[src/rtl/fump_pkg.sv]
// Shared types and constants for the first-unused-match permutation block.
`default_nettype none
package fump_pkg;

    localparam int KEY_W = 64;
    localparam int IDX_W = 6;

    typedef logic [1:0] t_mode;
    localparam t_mode MODE_CLEAR  = 2'd0;
    localparam t_mode MODE_APPEND = 2'd1;
    localparam t_mode MODE_MATCH  = 2'd2;
    localparam t_mode MODE_FLUSH  = 2'd3;

    typedef struct packed {
        t_mode              mode;
        logic [KEY_W-1:0]   key;
    } t_in;

    typedef struct packed {
        logic [IDX_W-1:0]   index;
        logic               found;
        logic               leftover;
        logic               last;
        logic               overflowed;
    } t_out;

    typedef enum logic [1:0] {
        S_IDLE,
        S_MATCH,
        S_FLUSH
    } t_state;

    // Controller to datapath commands.
    typedef struct packed {
        logic load;     // latch key, restart scan
        logic clr;      // empty list and used marks
        logic app;      // append key
        logic mstep;    // one match scan step
        logic fstep;    // one flush scan step
    } t_cmd;

    // Datapath to controller status.
    typedef struct packed {
        logic m_done;
        logic f_done;
        logic out_free;
    } t_stat;

endpackage
`default_nettype wire

[src/rtl/fump_ctrl.sv]
// Controller state machine: sequences clear, append, match and flush beats.
`default_nettype none
module fump_ctrl (
    input  wire                 i_clk,
    input  wire                 i_rst_n,
    input  wire                 i_in_valid,
    input  wire fump_pkg::t_mode i_mode,
    input  wire fump_pkg::t_stat i_stat,
    output logic                o_in_stall,
    output fump_pkg::t_cmd      o_cmd
);
    import fump_pkg::*;

    t_state r_state;
    t_state n_state;

    always_ff @(posedge i_clk) begin
        if (!i_rst_n) begin
            r_state <= S_IDLE;
        end else begin
            r_state <= n_state;
        end
    end

    always_comb begin
        n_state    = r_state;
        o_in_stall = 1'b1;
        o_cmd      = '0;
        case (r_state)
            S_IDLE: begin
                o_in_stall = 1'b0;
                if (i_in_valid) begin
                    case (i_mode)
                        MODE_CLEAR:  o_cmd.clr = 1'b1;
                        MODE_APPEND: o_cmd.app = 1'b1;
                        MODE_MATCH: begin
                            o_cmd.load = 1'b1;
                            n_state    = S_MATCH;
                        end
                        MODE_FLUSH: begin
                            o_cmd.load = 1'b1;
                            n_state    = S_FLUSH;
                        end
                        default: ;
                    endcase
                end
            end
            S_MATCH: begin
                // advance only when the output register can take a beat
                if (i_stat.out_free) begin
                    o_cmd.mstep = 1'b1;
                    if (i_stat.m_done) begin
                        n_state = S_IDLE;
                    end
                end
            end
            S_FLUSH: begin
                if (i_stat.out_free) begin
                    o_cmd.fstep = 1'b1;
                    if (i_stat.f_done) begin
                        n_state = S_IDLE;
                    end
                end
            end
            default: n_state = S_IDLE;
        endcase
    end

endmodule
`default_nettype wire

[src/rtl/fump_dp.sv]
// Datapath: key memory, used marks, scan counter and output register.
`default_nettype none
module fump_dp #(
    parameter int ENTRIES = 64
) (
    input  wire                 i_clk,
    input  wire                 i_rst_n,
    input  wire fump_pkg::t_cmd i_cmd,
    input  wire [fump_pkg::KEY_W-1:0] i_key,
    input  wire                 i_out_stall,
    output fump_pkg::t_stat     o_stat,
    output logic                o_out_valid,
    output fump_pkg::t_out      o_out_data
);
    import fump_pkg::*;

    localparam int AW = (ENTRIES > 1) ? $clog2(ENTRIES) : 1;
    localparam int CW = $clog2(ENTRIES + 1);

    logic [KEY_W-1:0]   mem [ENTRIES];
    logic [KEY_W-1:0]   r_key;
    logic [CW-1:0]      r_idx;
    logic               r_rd_vld;
    logic [AW-1:0]      r_rd_idx;
    logic [KEY_W-1:0]   r_rd_key;
    logic               r_pend_vld;
    logic [AW-1:0]      r_pend_idx;
    logic [ENTRIES-1:0] r_used;
    logic [CW-1:0]      r_count;
    logic               r_ovf;
    logic               r_out_vld;
    t_out               r_out;
    t_out               n_out;

    logic idx_lt;
    logic idx_end;
    logic hit;
    logic f_unused;
    logic out_free;
    logic out_wr;

    assign idx_lt   = (r_idx < r_count);
    assign idx_end  = !idx_lt;
    assign hit      = r_rd_vld && !r_used[r_rd_idx] && (r_rd_key == r_key);
    assign f_unused = idx_lt && !r_used[r_idx[AW-1:0]];
    assign out_free = !r_out_vld || !i_out_stall;

    assign o_stat.m_done   = hit || (idx_end && !r_rd_vld);
    assign o_stat.f_done   = idx_end;
    assign o_stat.out_free = out_free;

    // Result beat formation.
    always_comb begin
        out_wr           = 1'b0;
        n_out            = r_out;
        n_out.overflowed = r_ovf;
        if (i_cmd.mstep) begin
            if (hit) begin
                out_wr         = 1'b1;
                n_out.index    = IDX_W'(r_rd_idx);
                n_out.found    = 1'b1;
                n_out.leftover = 1'b0;
                n_out.last     = 1'b1;
            end else if (idx_end && !r_rd_vld) begin
                out_wr         = 1'b1;
                n_out.index    = '0;
                n_out.found    = 1'b0;
                n_out.leftover = 1'b0;
                n_out.last     = 1'b1;
            end
        end
        if (i_cmd.fstep) begin
            if (idx_end) begin
                out_wr         = 1'b1;
                n_out.index    = r_pend_vld ? IDX_W'(r_pend_idx) : '0;
                n_out.found    = r_pend_vld;
                n_out.leftover = 1'b1;
                n_out.last     = 1'b1;
            end else if (f_unused && r_pend_vld) begin
                out_wr         = 1'b1;
                n_out.index    = IDX_W'(r_pend_idx);
                n_out.found    = 1'b1;
                n_out.leftover = 1'b1;
                n_out.last     = 1'b0;
            end
        end
    end

    // Key memory: one write port, one registered read port.
    always_ff @(posedge i_clk) begin
        if (i_cmd.app && (r_count != CW'(ENTRIES))) begin
            mem[r_count[AW-1:0]] <= i_key;
        end
        if (i_cmd.mstep && idx_lt) begin
            r_rd_key <= mem[r_idx[AW-1:0]];
        end
    end

    // Payload registers.
    always_ff @(posedge i_clk) begin
        if (i_cmd.load) begin
            r_key <= i_key;
        end
        if (i_cmd.mstep && idx_lt) begin
            r_rd_idx <= r_idx[AW-1:0];
        end
        if (i_cmd.fstep && f_unused) begin
            r_pend_idx <= r_idx[AW-1:0];
        end
        if (out_wr) begin
            r_out <= n_out;
        end
    end

    // Control state.
    always_ff @(posedge i_clk) begin
        if (!i_rst_n) begin
            r_idx      <= '0;
            r_rd_vld   <= 1'b0;
            r_pend_vld <= 1'b0;
            r_used     <= '0;
            r_count    <= '0;
            r_ovf      <= 1'b0;
            r_out_vld  <= 1'b0;
        end else begin
            if (i_cmd.clr) begin
                r_count <= '0;
                r_used  <= '0;
            end
            if (i_cmd.app) begin
                if (r_count == CW'(ENTRIES)) begin
                    r_ovf <= 1'b1;
                end else begin
                    r_used[r_count[AW-1:0]] <= 1'b0;
                    r_count <= r_count + CW'(1);
                end
            end
            if (i_cmd.load) begin
                r_idx      <= '0;
                r_rd_vld   <= 1'b0;
                r_pend_vld <= 1'b0;
            end
            if (i_cmd.mstep) begin
                r_rd_vld <= idx_lt;
                if (idx_lt) begin
                    r_idx <= r_idx + CW'(1);
                end
                if (hit) begin
                    r_used[r_rd_idx] <= 1'b1;
                end
            end
            if (i_cmd.fstep && idx_lt) begin
                r_idx <= r_idx + CW'(1);
                if (f_unused) begin
                    r_pend_vld <= 1'b1;
                end
            end
            if (out_wr) begin
                r_out_vld <= 1'b1;
            end else if (!i_out_stall) begin
                r_out_vld <= 1'b0;
            end
        end
    end

    assign o_out_valid = r_out_vld;
    assign o_out_data  = r_out;

endmodule
`default_nettype wire

[src/rtl/first_unused_match_permutation.sv]
// Top level of the first-unused-match permutation builder.
//
//   channel | dir | handshake                  | payload
//   --------+-----+----------------------------+-------------------------------
//   in      | in  | i_in_valid / o_in_stall    | i_in_data  (mode, key)
//   out     | out | o_out_valid / i_out_stall  | o_out_data (index, found,
//           |     |                            |   leftover, last, overflowed)
//
// Clear and append beats finish in the cycle they are accepted.
// A match scans live entries one per cycle through the key memory read port,
// while the output register is free, ending early on a hit. A flush walks the
// used marks one per cycle, also only while the output register is free.
// Synchronous active-low reset empties the list, clears used marks and overflow;
// no clearing pass over the key memory is needed.
// An output stall freezes the scan; a waiting result does not block accepting
// the next input beat.
`default_nettype none
module first_unused_match_permutation #(
    parameter int ENTRIES = 64
) (
    input  wire             i_clk,
    input  wire             i_rst_n,
    input  wire             i_in_valid,
    output logic            o_in_stall,
    input  wire fump_pkg::t_in  i_in_data,
    output logic            o_out_valid,
    input  wire             i_out_stall,
    output fump_pkg::t_out  o_out_data
);
    import fump_pkg::*;

    t_cmd  cmd;
    t_stat stat;

    // Sequence each accepted beat.
    fump_ctrl u_ctrl (
        .i_clk      (i_clk),
        .i_rst_n    (i_rst_n),
        .i_in_valid (i_in_valid),
        .i_mode     (i_in_data.mode),
        .i_stat     (stat),
        .o_in_stall (o_in_stall),
        .o_cmd      (cmd)
    );

    // Hold keys, used marks and the result register.
    fump_dp #(
        .ENTRIES (ENTRIES)
    ) u_dp (
        .i_clk       (i_clk),
        .i_rst_n     (i_rst_n),
        .i_cmd       (cmd),
        .i_key       (i_in_data.key),
        .i_out_stall (i_out_stall),
        .o_stat      (stat),
        .o_out_valid (o_out_valid),
        .o_out_data  (o_out_data)
    );

    // A match result is always the only beat of its item.
    a_match_last: assert property (@(posedge i_clk) disable iff (!i_rst_n)
        (o_out_valid && !o_out_data.leftover) |-> o_out_data.last)
        else $error("match result without last");

    // An empty result carries index zero and closes its item.
    a_miss_shape: assert property (@(posedge i_clk) disable iff (!i_rst_n)
        (o_out_valid && !o_out_data.found) |->
        (o_out_data.index == '0 && o_out_data.last))
        else $error("not-found result malformed");

    // A match or flush beat accepted makes the block busy next cycle.
    a_busy_after_scan: assert property (@(posedge i_clk) disable iff (!i_rst_n)
        (i_in_valid && !o_in_stall &&
         (i_in_data.mode == MODE_MATCH || i_in_data.mode == MODE_FLUSH))
        |=> o_in_stall)
        else $error("scan beat did not hold input stall");

endmodule
`default_nettype wire

[config.mk]
export PLATFORM = sky130hd
export DESIGN_NAME = first_unused_match_permutation
export DESIGN_NICKNAME = d
export VERILOG_FILES = /design/src/rtl/fump_pkg.sv /design/src/rtl/fump_ctrl.sv /design/src/rtl/fump_dp.sv /design/src/rtl/first_unused_match_permutation.sv
export SDC_FILE = /design/constraint.sdc
export NUM_CORES = 2
export LEC_CHECK = 0
export BUFFER_PORTS_ARGS = -buffer_cell sky130_fd_sc_hd__buf_2
export CORE_ASPECT_RATIO = 1.4
export CORE_UTILIZATION = 26
export CTS_CLUSTER_SIZE = 16
export DETAILED_ROUTE_END_ITERATION = 6
export GPL_TIMING_DRIVEN = 0
export SYNTH_ARGS = -nofsm -noshare
export SYNTH_HDL_FRONTEND = slang
export SYNTH_HIERARCHICAL = 1
export SYNTH_SLANG_ARGS = --single-unit
[constraint.sdc]
create_clock -name i_clk -period 15.6 [get_ports i_clk]
set_clock_uncertainty 0.15 [all_clocks]
set_input_delay 1.56 -clock i_clk [delete_from_list [all_inputs] [get_ports i_clk]]
set_output_delay 1.56 -clock i_clk [all_outputs]
set_load 0.005 [all_outputs]
**Word level (Yosys, flattened, before mapping)**

Memory sizes are Yosys's and may differ from the RTL's. A register that Yosys moved wholly into a read port is not among the register bits.
Index checks and enable logic that the tools add are counted.

- Register bits after elaboration: 170
- RAM bits: 4,096
- Input bits: 70
- Output and inout port bits: 12
- Word-level logic and storage cells: 128
- Memories kept: 1

- $add $sub $neg: 2
- Magnitude comparators: 6
- Equal/unequal tests: 15
- Mux-type cells: 60
- Bitwise logic cells: 3
- Reduce and logical (&&, ||, !) cells: 25

Memories:

| name | depth | bits a word | read ports | clocked after Yosys merged registers in | write ports | line | text |
|---|---|---|---|---|---|---|---|
| u_dp.mem | 64 | 64 | 1 | 1 | 1 | fump_dp.sv:20 | `logic [KEY_W-1:0] mem [ENTRIES];` |

Operators with widths:

| cell | number |
|---|---|
| $mux 64 | 7 |
| $and 64x64->64 | 1 |
| $eq 64x64->1 | 1 |
| $not 64->64 | 1 |
| $or 64x64->64 | 1 |
| $mux 9 | 6 |
| $mux 7 | 7 |
| $mux 1 | 26 |
| $lt 6x7->1 const B | 3 |
| $add 7x1->7 const B | 2 |
| $bmux 1 s6 | 2 |
| $demux 1 s6 | 2 |
| $ge 6x1->1 const B | 2 |
| $logic_and 1x1->1 | 11 |
| $mux 2 | 5 |
| $eq 7x7->1 const B | 1 |
| $lt 7x7->1 | 1 |
| $ne 7x7->1 const B | 1 |
| $eq 2x2->1 const B | 3 |
| $logic_not 1->1 | 6 |
| $mux 3 | 2 |
| $mux 6 | 1 |
| $ne 2x1->1 const B | 3 |
| $ne 2x2->1 const B | 3 |
| other kinds (10) | 13 |

**Longest topological paths before layout**

- Depth after elaboration: 14
- Gate-level depth with buffers: 13

**Hierarchy**

Netlist, hierarchy kept.

Modules (own cells, without submodules):

| module | times used | cells an instance | area an instance (um^2) |
|---|---|---|---|
| fump_dp | 1 | 6,685 | 165,337.3 |
| fump_ctrl | 1 | 19 | 158.9 |

**Least setup slack after synthesis**

OpenSTA, ideal clock, no wires.

- Path kind: input port to flip-flop
- From: input port i_in_data[64] (netlist bit)
- To: memory u_dp.mem[0][0], enable pin
- Setup time: 0.487 ns
- Arrival: 5.664 ns
- Slack: 9.300 ns
- Stages: 7
- Path buffers: 2
- Cell sequence: or3b_4 -> nor2_2 -> clkbuf_1 -> nor2b_1 -> nand2_1 -> clkbuf_1 -> nor2_1

RTL lines:

| what | line | text |
|---|---|---|
| start, declared | first_unused_match_permutation.sv:25 | `input wire fump_pkg::t_in i_in_data,` |
| end, declared | fump_dp.sv:20 |  |

**Worst setup path after layout**

- From: register u_dp.r_idx[2]
- To: register u_dp.r_rd_key[33], read port of u_dp.mem, data pin

- Word-level cells in the longest chain between the ends: 2

Ends and longest elaborated chain:

| what | line | text |
|---|---|---|
| start, declared | fump_dp.sv:22 | `logic [CW-1:0] r_idx;` |
| start signal, assigned | fump_dp.sv:146 | `r_idx <= r_idx + CW'(1);` |
| start signal, assigned | fump_dp.sv:153 | `r_idx <= r_idx + CW'(1);` |
| $lt 7x7->1 | fump_dp.sv:42 | `assign idx_lt = (r_idx < r_count);` |
| $logic_and 1x1->1 | fump_dp.sv:94 | `if (i_cmd.mstep && idx_lt) begin` |
| end, declared | fump_dp.sv:25 | `logic [KEY_W-1:0] r_rd_key;` |

Parallel ways exist; a longest one is shown, timed or not.
A chain may end at the register's enable or synchronous reset.

==> qor.csv <==
stage,metric,value,unit
clock_network,cts_buffers,360,
die,ios,82,
worst_hold_path,holdPathStages,0,
power,swShare,19.8,%
routing,wl,469000,µm
placed_design,dp_hpwl,335000,µm
clock_network,clk_latency,0.97,ns
synthesis,syn_area_per_cell,24.7,µm²
synthesis,ys_top_cells_by_area,"edfxtp_1 (77%), mux4_2 (18%), dfxtp_1 (1.0%), clkbuf_1 (0.39%), buf_2 (0.35%)",
power,max-vdd-ir-drop,0.0950,mV
placed_design,port_buffers,81,
clock_network,tritoncts,done,
synthesis,yosysWarnings,6,
global_route,gr-usage-met1,14.5,%
finish,multi_input_area,35100,µm²
routing,drt_pass1_iterations,7,
critical_path,worstPathRequired,16.12,ns
synthesis,yosys-top-cells-count,"edfxtp_1 (4246), mux4_2 (1357), clkbuf_1 (173)",
global_route,met3_usage,2.52,%
clock_network,clk_pin_slew,0.06,ns
outcome,status,finished with violations,
worst_hold_path,hold_path_class,flip-flop to flip-flop,
global_route,antenna_found_initial,63,
critical_path,critPathKind,flip-flop to flip-flop,
clock_network,cts_setup_buffers,0,
routing,num_vias,77400,
die,core-area,634000,µm²
power,seqPwrFrac,57.4,%
synthesis,synth-seq-area-share,78.1,%
synthesis,async_reset_ff_share,0,%
global_route,busiest_layer,met2,
power,p_int,17900,µW
synthesis,syn_nets,6783,
sta,tightest_slew,1.49,ns
power,power_density,115,nW/µm²
sta,finalCritPeriodShare,35.6,%
finish,nets,7450,
sta,finalCriticalPeriod,5.55,ns
global_route,grt_pass1_vias,81000,
power,p_total,22300,µW
synthesis,synth_edf_count,4246,
power,power_leakage,0.0557,µW
synthesis,synth.most_common_cell,edfxtp_1,
routing,drtAntennaViolNets,0,
finish,fin_area,193000,µm²
finish,regArea,129000,µm²
synthesis,netlist_area,165000,µm²
sta,maxSlewViolCount,0,
synthesis,synth_cell_types,67,
critical_path,cp.arrival,6.08,ns
critical_path,rrSetupSlack,10.05,ns
job,drv_cap,0,
die,die_h,946,µm
routing,routedWlPerCell,29.3,µm
critical_path,endpoint_kind,flip-flop,
synthesis,synth_top_area_cell,edfxtp_1,
global_route,grt_pass1_wl,648000,µm
die,die_w,676,µm
power,p_clk_share,41.1,%
die,rows,346,
clock_network,cts-root-buf,clkbuf_16,
critical_path,cp-start-kind,flip-flop,
placed_design,gp_congestion,0.874,
placed_design,dpl-instance-area,182000,µm²
sta,setup_viol,0,
die,initial_core_util,26.1,%
critical_path,r2r_end,u_dp/r_rd_key[33],
global_route,grt_overflow,0,
routing,drt_iter0_markers,8692,
die,die_area,640000,µm²
critical_path,cp-endpoint,u_dp/r_rd_key[33],
sta,max_slew_margin,0.977,%
sta,hold_slack,0.291,ns
global_route,gr-usage-all-layers,14.3,%
critical_path,crit_start,u_dp/r_idx[2],
synthesis,ys_ff_latch,4330,
critical_path,timing.rr.start,u_dp/r_idx[2],
synthesis,yosysTopAreaCellShare,77.0,%
sta,rsz0062_at_grt,no,
clock_network,clock-sinks,4330,
synthesis,synthCells,6704,
sta,max_freq,180,MHz
finish,fill_cells,59700,
critical_path,cp_max_fo,11,
routing,via_per_inst,4.83,
sta,finalHoldViolCount,0,
power,p_comb_share,1.5,%
critical_path,rr_worst_depth,6,
outcome,violations,DRC,
global_route,use_met2,27.3,%
global_route,grt_max_degree,66,
sta,fin_tns_setup,0,ns
clock_network,hold_buffers,0,
finish,postLayoutCoreUtil,30.5,%
clock_network,cts_buffer_depth,4,
clock_network,ctsResizeCount,0,
power,netSwitchingPower,4410,µW
synthesis,synthFlopType,edfxtp_1,
clock_network,htreeDepth,5,
finish,area_delta_synth_final,16.8,%
routing,drc,2,
finish,drive_gt1_share,31.6,%
area by class of cell:
| class | count | area share [%] |
|---|---|---|
| Antenna cell | 29 | 0.0375 |
| Buffer | 363 | 0.863 |
| Clock buffer | 433 | 4.88 |
| Clock inverter | 209 | 1.12 |
| Inverter | 26 | 0.0505 |
| Multi-Input combinational cell | 1985 | 18.1 |
| Sequential cell | 4330 | 66.8 |
| Tap cell | 8352 | 5.41 |
| Timing Repair Buffer | 305 | 2.66 |
critical path: stages, from the launching register on:
cell and delay (ns):
dfxtp_1 0.60, buf_2 0.38, buf_2 0.74, buf_2 0.95, buf_1 1.02, mux4_2 0.73
mux4_2 0.62
worst min-delay path by stage:
stage,from,slack [ns],to
detailed placement,u_dp/r_ovf,0.27,u_dp/o_out_data[0]
finish,u_dp/r_ovf,0.29,u_dp/o_out_data[0]
global route,u_dp/r_ovf,0.31,u_dp/o_out_data[0]
floorplan,u_dp/r_ovf,0.26,u_dp/o_out_data[0]
CTS,u_dp/r_ovf,0.29,u_dp/o_out_data[0]
global placement,u_dp/r_ovf,0.28,u_dp/o_out_data[0]
flip-flops by register name (all words and copies together) (netlist names), 2 cells and up:
register,count
u_dp/r_count,7
u_dp/r_key,64
u_dp/o_out_data,10
u_dp/r_rd_idx,6
u_dp/r_used,64
u_dp/r_idx,7
u_dp/mem,4096
u_ctrl/r_state,2
u_dp/r_rd_key,64
u_dp/r_pend_idx,6
logic make-up after synthesis:
family | after synthesis | share of synthesized area, %
compound gates | 224 | 0.902
xor+xnor | 53 | 0.280
fa+ha+maj | 9 | 0.0680
buf+inv | 389 | 1.05
flops | 4330 | 78.1
mux | 1387 | 18.7
simple gates | 312 | 0.993
layer usage:
layer | up-vias | share of wire, %
met3 | 1065 | 6.7
met4 | 22 | 6.6
met2 | 3578 | 55
met5 | - | 0.034
li1 | 30500 | -
met1 | 42200 | 32
through the flow:
step	setup WS (ns)	instances
3_3_place_gp	4.10	15100
6_report	10.05	16000
2_1_floorplan	9.30	6704
3_5_place_dp	9.85	15400
5_1_grt	10.12	16000
4_1_cts	10.06	16000
power by group through the flow:
stage	clock (µW)	sequential [µW]	combinational, µW
after global placement	0	13000	304
after detailed placement	0	13000	335
after floorplan	0	13000	99.1
after global routing	9680	12800	354
after CTS	9310	12800	334
final	9150	12800	330
cell usage in the layout, fill, tap and decap left out, types with 10 or more instances in the layout:
cell type / count
edfxtp_1: 4246
mux4_2: 1357
clkbuf_16: 366
clkbuf_1: 211
buf_2: 196
buf_12: 188
dfxtp_1: 84
clkinv_1: 69
o211ai_1: 67
nor2_4: 65
clkinv_2: 62
o21ai_1: 56
buf_1: 54
xnor2_1: 52
bufinv_16: 41
nand4_1: 36
buf_16: 35
nand3_1: 34
nor2_1: 33
nand2_1: 32
diode_2: 29
nand2b_1: 29
clkbuf_2: 27
inv_1: 26
mux2i_1: 26
o21ai_0: 25
a21oi_1: 17
nor2b_1: 16
clkinvlp_4: 13
buf_6: 13
inv_6: 12
nor4_1: 11
nand3b_1: 10
or3_1: 10
No activity file was read; power rests on OpenSTA's default activity.
